--- config.mk ---
export PLATFORM = sky130hd
export DESIGN_NAME = rfc_frame_track
export DESIGN_NICKNAME = d
export VERILOG_FILES = /design/src/rtl/core/rfc_pkg.sv /design/src/rtl/core/rfc_frame_track.sv
export SDC_FILE = /design/constraint.sdc
export NUM_CORES = 1
export LEC_CHECK = 0
export BUFFER_PORTS_ARGS = -buffer_cell sky130_fd_sc_hd__buf_2
export CAP_MARGIN = 40
export CORE_ASPECT_RATIO = 1.25
export CORE_MARGIN = 2
export CORE_UTILIZATION = 55
export CTS_CLUSTER_DIAMETER = 60
export CTS_CLUSTER_SIZE = 16
export DETAILED_ROUTE_END_ITERATION = 6
export PLACE_DENSITY = 0.77
export REMOVE_ABC_BUFFERS = 1
export SLEW_MARGIN = 15
export SYNTH_ARGS = -nofsm -noshare
export SYNTH_HDL_FRONTEND = slang
export SYNTH_SLANG_ARGS = --single-unit
--- constraint.sdc ---
create_clock -name i_clk -period 5.9 [get_ports i_clk]
set_input_delay 0 -clock i_clk [delete_from_list [all_inputs] [get_ports i_clk]]
set_output_delay 0 -clock i_clk [all_outputs]
set_load 0.1 [all_outputs]
--- src/rtl/core/rfc_pkg.sv ---
// Shared types, constants and the CRC32C byte update for the request frame checker.
`default_nettype none

package rfc_pkg;

    // Frame layout, in byte offsets from the first byte of a frame.
    localparam int unsigned FRAME_SIZE    = 84;
    localparam int unsigned HEADER_BYTES  = 80;
    localparam int unsigned HEADER_CRC_AT = 76;
    localparam int unsigned MAGIC_END     = 8;
    localparam int unsigned SCRATCH_END   = 24;
    localparam int unsigned IDS_END       = 64;
    localparam int unsigned POS_SAT       = 85;
    localparam int unsigned POS_W         = 7;

    // Offsets at which the version and size fields are complete.
    localparam int unsigned VERSION_DONE_AT = 15;
    localparam int unsigned TOTAL_DONE_AT   = 23;

    // Number of decoded words and the index of the scratch word.
    localparam int unsigned NUM_WORDS   = 6;
    localparam int unsigned SCRATCH_IDX = 5;

    localparam logic [31:0] CRC_INIT = 32'hFFFF_FFFF;
    localparam logic [31:0] CRC_POLY = 32'h82F6_3B78;

    localparam logic [15:0] MAJOR_EXPECTED = 16'd1;
    localparam logic [15:0] MINOR_EXPECTED = 16'd0;

    // Expected magic, byte 0 first.
    localparam logic [7:0] MAGIC_BYTES [8] = '{
        8'h43, 8'h48, 8'h52, 8'h4F, 8'h42, 8'h53, 8'h51, 8'h31
    };

    typedef enum logic [2:0] {
        VERDICT_OK       = 3'd0,
        VERDICT_LENGTH   = 3'd1,
        VERDICT_MAGIC    = 3'd2,
        VERDICT_CHECKSUM = 3'd3,
        VERDICT_VERSION  = 3'd4,
        VERDICT_SEMANTIC = 3'd5
    } t_rfc_verdict;

    // One accepted input transfer.
    typedef struct packed {
        logic       valid;
        logic       last;
        logic [7:0] data;
    } t_rfc_beat;

    // One verdict together with the decoded fields.
    typedef struct packed {
        logic [63:0]  corr;
        logic [63:0]  grp_hi;
        logic [63:0]  grp_lo;
        logic [63:0]  target;
        logic [63:0]  source;
        t_rfc_verdict verdict;
    } t_rfc_result;

    // Reflected CRC32C update over one byte, one bit per step.
    function automatic logic [31:0] rfc_crc_byte(input logic [31:0] crc_in,
                                                 input logic [7:0]  data);
        logic [31:0] crc;
        crc = crc_in ^ {24'd0, data};
        for (int i = 0; i < 8; i++) begin
            if (crc[0]) begin
                crc = (crc >> 1) ^ CRC_POLY;
            end else begin
                crc = crc >> 1;
            end
        end
        return crc;
    endfunction

endpackage

`default_nettype wire

--- src/rtl/core/rfc_frame_track.sv ---
// Per-frame byte tracking: CRC accumulation, field capture and verdict logic.
`default_nettype none

module rfc_frame_track (
    input  wire logic                i_clk,
    input  wire logic                i_rst_n,
    input  wire rfc_pkg::t_rfc_beat  i_beat,
    output rfc_pkg::t_rfc_result     o_result
);
    import rfc_pkg::*;

    localparam logic [POS_W-1:0] P_FRAME      = POS_W'(FRAME_SIZE);
    localparam logic [POS_W-1:0] P_HEADER     = POS_W'(HEADER_BYTES);
    localparam logic [POS_W-1:0] P_HDR_CRC    = POS_W'(HEADER_CRC_AT);
    localparam logic [POS_W-1:0] P_MAGIC_END  = POS_W'(MAGIC_END);
    localparam logic [POS_W-1:0] P_SCR_END    = POS_W'(SCRATCH_END);
    localparam logic [POS_W-1:0] P_IDS_END    = POS_W'(IDS_END);
    localparam logic [POS_W-1:0] P_SAT        = POS_W'(POS_SAT);
    localparam logic [POS_W-1:0] P_VER_DONE   = POS_W'(VERSION_DONE_AT);
    localparam logic [POS_W-1:0] P_TOT_DONE   = POS_W'(TOTAL_DONE_AT);

    logic [POS_W-1:0] r_pos;
    logic [31:0]      r_crc;
    logic [31:0]      r_hdr_crc;
    logic [31:0]      r_frm_crc;
    logic [31:0]      r_st_hdr;
    logic [31:0]      r_st_frm;
    logic             r_magic_bad;
    logic             r_version_bad;
    logic             r_semantic_bad;
    logic [63:0]      r_word [NUM_WORDS];

    logic [31:0]      n_crc;
    logic [POS_W-1:0] rel_ids;
    logic [POS_W-1:0] rel_st;
    logic [2:0]       word_sel;
    logic [2:0]       lane;
    logic [63:0]      scratch_full;
    logic             in_frame;
    logic             magic_hit;
    logic             version_hit;
    logic             semantic_hit;
    logic [31:0]      st_frm_full;
    t_rfc_verdict     verdict;

    // Byte classification for the current offset.
    always_comb begin
        in_frame     = (r_pos < P_FRAME);
        n_crc        = rfc_crc_byte(r_crc, i_beat.data);
        lane         = r_pos[2:0];
        rel_ids      = r_pos - P_SCR_END;
        word_sel     = rel_ids[5:3];
        rel_st       = r_pos - P_HDR_CRC;
        scratch_full = {i_beat.data, r_word[SCRATCH_IDX][55:0]};
        st_frm_full  = {i_beat.data, r_st_frm[23:0]};

        magic_hit = (r_pos < P_MAGIC_END) && (i_beat.data != MAGIC_BYTES[lane]);

        version_hit = (r_pos == P_VER_DONE) &&
                      ((scratch_full[15:0] != MAJOR_EXPECTED) ||
                       (scratch_full[31:16] != MINOR_EXPECTED));

        semantic_hit = ((r_pos == P_VER_DONE) &&
                        (scratch_full[63:32] != 32'(HEADER_BYTES))) ||
                       ((r_pos == P_TOT_DONE) &&
                        (scratch_full != 64'(FRAME_SIZE))) ||
                       ((r_pos >= P_IDS_END) && (r_pos < P_HDR_CRC) &&
                        (i_beat.data != 8'd0));
    end

    // Verdict in priority order, evaluated on the last byte of a frame.
    always_comb begin
        if (r_pos != P_FRAME - POS_W'(1)) begin
            verdict = VERDICT_LENGTH;
        end else if (r_magic_bad) begin
            verdict = VERDICT_MAGIC;
        end else if ((r_st_hdr != r_hdr_crc) || (st_frm_full != r_frm_crc)) begin
            verdict = VERDICT_CHECKSUM;
        end else if (r_version_bad) begin
            verdict = VERDICT_VERSION;
        end else if (r_semantic_bad || (r_word[0] == 64'd0) || (r_word[1] == 64'd0) ||
                     (r_word[0] == r_word[1]) ||
                     ((r_word[2] == 64'd0) && (r_word[3] == 64'd0)) ||
                     (r_word[4] == 64'd0)) begin
            verdict = VERDICT_SEMANTIC;
        end else begin
            verdict = VERDICT_OK;
        end

        o_result.verdict = verdict;
        if (verdict == VERDICT_OK) begin
            o_result.source = r_word[0];
            o_result.target = r_word[1];
            o_result.grp_lo = r_word[2];
            o_result.grp_hi = r_word[3];
            o_result.corr   = r_word[4];
        end else begin
            o_result.source = '0;
            o_result.target = '0;
            o_result.grp_lo = '0;
            o_result.grp_hi = '0;
            o_result.corr   = '0;
        end
    end

    // Position, running CRC and fault flags; all return to reset after a verdict.
    always_ff @(posedge i_clk) begin
        if (!i_rst_n) begin
            r_pos          <= '0;
            r_crc          <= CRC_INIT;
            r_magic_bad    <= 1'b0;
            r_version_bad  <= 1'b0;
            r_semantic_bad <= 1'b0;
        end else if (i_beat.valid) begin
            if (i_beat.last) begin
                r_pos          <= '0;
                r_crc          <= CRC_INIT;
                r_magic_bad    <= 1'b0;
                r_version_bad  <= 1'b0;
                r_semantic_bad <= 1'b0;
            end else begin
                if (r_pos < P_SAT) begin
                    r_pos <= r_pos + POS_W'(1);
                end
                if (r_pos < P_HEADER) begin
                    r_crc <= n_crc;
                end
                if (magic_hit) begin
                    r_magic_bad <= 1'b1;
                end
                if (version_hit) begin
                    r_version_bad <= 1'b1;
                end
                if (semantic_hit) begin
                    r_semantic_bad <= 1'b1;
                end
            end
        end
    end

    // Captured fields; every lane is written before it is read for a verdict.
    always_ff @(posedge i_clk) begin
        if (i_beat.valid && in_frame) begin
            if (r_pos == P_HDR_CRC - POS_W'(1)) begin
                r_hdr_crc <= ~n_crc;
            end
            if (r_pos == P_HEADER - POS_W'(1)) begin
                r_frm_crc <= ~n_crc;
            end
            if ((r_pos >= P_MAGIC_END) && (r_pos < P_SCR_END)) begin
                r_word[SCRATCH_IDX][lane*8 +: 8] <= i_beat.data;
            end else if ((r_pos >= P_SCR_END) && (r_pos < P_IDS_END)) begin
                r_word[word_sel][lane*8 +: 8] <= i_beat.data;
            end else if ((r_pos >= P_HDR_CRC) && (r_pos < P_HEADER)) begin
                r_st_hdr[rel_st[1:0]*8 +: 8] <= i_beat.data;
            end else if (r_pos >= P_HEADER) begin
                r_st_frm[rel_st[1:0]*8 +: 8] <= i_beat.data;
            end
        end
    end

endmodule

`default_nettype wire

==> impl_results.md <==
- Sink Count: 538
- Max IR drop VDD: 0.000485 V
- Post-synth EDFFs: 496
- Mapped Cells: 2044
- ANT nets after route: 0
- Die Y-Extent: 240 um
- Routability Congestion: 1.00
- Psw: 2.55 mW
- WHS Endpoint: r_st_hdr[27]
- Largest net degree at the start of global routing: 186
- Synth Flop Type: edfxtp_1
- IO buf count: 334
- Clock transition at path regs: 0.07 ns
- Max Clock Skew: 0.0261 ns
- CTS resizes: 0
- First-pass GRT wire length: about 100000 um
- Crit-path max cell delay: 0.77 ns
- ANT cells: 0
- Placed Cells: 2866
- Crit. End Element: flop
- Mapped Avg Cell Area: 12.0 um2
- Setup_tns: 0 ns
- Post-synth ARST share: 0
- Die Wd: 193 um
- Minimum clock period: 4.68 ns
- Worst-path fanout max: 17
- Final worst-path cycle share: 0.794
- CP cell instances: inv_1 -> ha_1 -> ha_1 -> nand2b_1 -> o32a_1 -> o32a_1 -> nor4b_2 -> nand3_1 -> nor2_1
- Routed vias/inst: 5.87
- Clock power frac: 0.288
- Num ports: 335
- RSZ-0062 raised after global routing: no
- WP data arrival: 4.89 ns
- Sequential share of power: 0.503
- Hold WC Path Type: primary input to flop
- Maxcap violations: 0
- Final hold violations: 0
- FF-to-FF setup slack: 1.22 ns
- Starting Density: 0.556
- Placeable Area: between 0.04 and 0.05 mm2
- Max Slew Vio Count: 0
- Max Root-Sink Buffers: 3
- Sw Share: 0.281
- Total chip power: between 9 and 10 mW
- Hold path startpoint: i_beat[3]
- Slew headroom: 0.400
- Commonest non-fill, non-tap cells in the layout: edfxtp_1, buf_2, inv_1, nor3_1, xnor2_1
- Worst slack at placement: 1.10 ns
- Status: completed
- Tot GR Track Use: 0.311
- Fmax: 213 MHz
- Pleak: 10.5 nW
- Final number of setup-violating endpoints: 0
- Layout Nets: 2368
- Commonest non-fill, non-tap cell in the layout: edfxtp_1
- Cell Int Power: 6.52 mW
- Post-detail-place hpwl: roughly 55000 um
- Worst R2R Path Depth: 9
- R2r endpoint: r_word[3][49]
- DR vias: ~17000
- Die area: 0.0462 mm2
- Worst Setup Path Type: flop to flop
- Slowest CP cell: nor2_1
- Grt total ovfl: 0
- Post-synth cell types: 51
- Max H-tree Level: 2
- Worst Path Required: 6.10 ns
- Drt wl/cell: 24.9 um
- Worst Tran Pin Value: 0.898 ns
- Pre-antenna DRT Iters: 5
- Initial antenna violation count: 0
- Fraction of layout cells with a size suffix above 1: 0.191
- Power Density: ~330 mW/mm2
- Final WL: 73000 um
- DR DRC count: 0
- CP Launch Type: flop
- Post-Synthesis Cell Area: 0.0245 mm2
- Buf/Inv on CP: 1
- Fin cells: 2929
- Worst setup margin: 1.22 ns
- Syn-to-layout area delta: 13.8%
- Starting DRT DRC Count: 2013
- Worst Hold Depth: 2
- Cts bufs inserted: 41
- Site row count: 86
- Vias in the first global route: 16000
- Synthesized flop and latch total: roughly 540
- Post-synthesis sequential area ratio: 0.643
- Combinational Power Share: 0.209
- Reg-to-Reg Start: r_pos[0]
- Warnings, synthesis: 0
- Clk Latency, worst-skew pair: 0.57 ns
- CTS Root Cell: clkbuf_16
- Critical path's top delay family: simple AND/OR/NAND/NOR gates
- CTS tree: yes
-- power groups by stage --
stage	combinational, mW	clock [mW]	sequential [mW]
2_1_floorplan	1.31	0	4.63
3_3_place_gp	1.81	0	4.65
3_5_place_dp	1.86	0	4.65
4_1_cts	1.88	2.60	4.57
5_1_grt	2.02	2.75	4.57
6_report	1.89	2.61	4.57
-- flip-flops by register name, summed over array words and instances, names as in the netlist --
| name | count |
|---|---|
| r_word | 376 |
| r_crc | 32 |
| r_magic_bad | 1 |
| r_semantic_bad | 1 |
| r_pos | 7 |
| r_hdr_crc | 32 |
| r_st_hdr | 32 |
| r_frm_crc | 32 |
| r_version_bad | 1 |
| r_st_frm | 24 |
-- repair_timing --
action	CTS	global route
setup endpoints to repair	0	0
hold buffers	3	0
hold endpoints to repair	17	0
setup buffers	0	0
-- logic make-up after synthesis --
| group | after synthesis | share of synthesized area |
|---|---|---|
| simple gates | 776 | 0.173 |
| compound gates | 62 | 0.0168 |
| mux | 3 | 0.00123 |
| buf+inv | 428 | 0.0675 |
| fa+ha+maj | 15 | 0.00767 |
| xor+xnor | 222 | 0.0905 |
| flops | 538 | 0.643 |
-- stage by stage --
step | instance area (um2) | hold slack [ns] | util
final | 27800 | 0.0882 | 0.632
after CTS | 27800 | 0.0510 | 0.632
after global placement | 26500 | 0.373 | 0.603
after global routing | 27800 | 0.0753 | 0.632
after detailed placement | 26600 | 0.368 | 0.605
after floorplan | 24100 | 0.0619 | -
-- routing by layer --
layer,routed length [um],vias up,part of all wire,GRT usage
met5,0,-,0,0
met4,5740,0,0.079,0.212
met3,5500,233,0.075,0.0440
met2,36400,942,0.50,0.532
met1,25400,8318,0.35,0.361
li1,-,7693,-,-
-- worst max-delay path by stage --
stage / end / start / depth (start not counted) / slack, ns
2_1_floorplan: o_result[100] / r_word[0][33] / 6 / -6.68
6_report: r_word[3][49] / r_pos[0] / 9 / 1.22
4_1_cts: r_word[2][14] / r_pos[0] / 9 / 1.06
3_5_place_dp: r_word[2][10] / r_pos[0] / 9 / 1.10
5_1_grt: r_word[3][38] / r_pos[0] / 9 / 0.93
3_3_place_gp: r_word[2][34] / r_pos[0] / 9 / 1.31
-- cell usage after synthesis (11+ instances only) --
cell type	n	area (um2)
nor2_1	103	387
inv_1	332	1250
edfxtp_1	496	14900
nor4_1	122	763
nor3b_1	11	82.6
xnor2_1	123	1080
and2_1	75	469
buf_2	35	175
nand4_1	46	288
nor3_2	30	300
dfxtp_1	42	841
nor3_1	303	1520
a21oi_1	20	100
clkbuf_1	58	218
xor2_1	81	709
nand2_1	52	195
ha_1	15	188
-- area by class of cell --
| type | count | area, um2 |
|---|---|---|
| Inverter | 332 | 1250 |
| Sequential cell | 538 | 15700 |
| Tap cell | 572 | 716 |
| Fill cell | 3343 | 16200 |
| Clock inverter | 5 | 52.6 |
| Timing Repair Buffer | 350 | 1880 |
| Clock buffer | 54 | 1120 |
| Multi-Input combinational cell | 1078 | 7090 |
(Power assumes the default switching activity.)
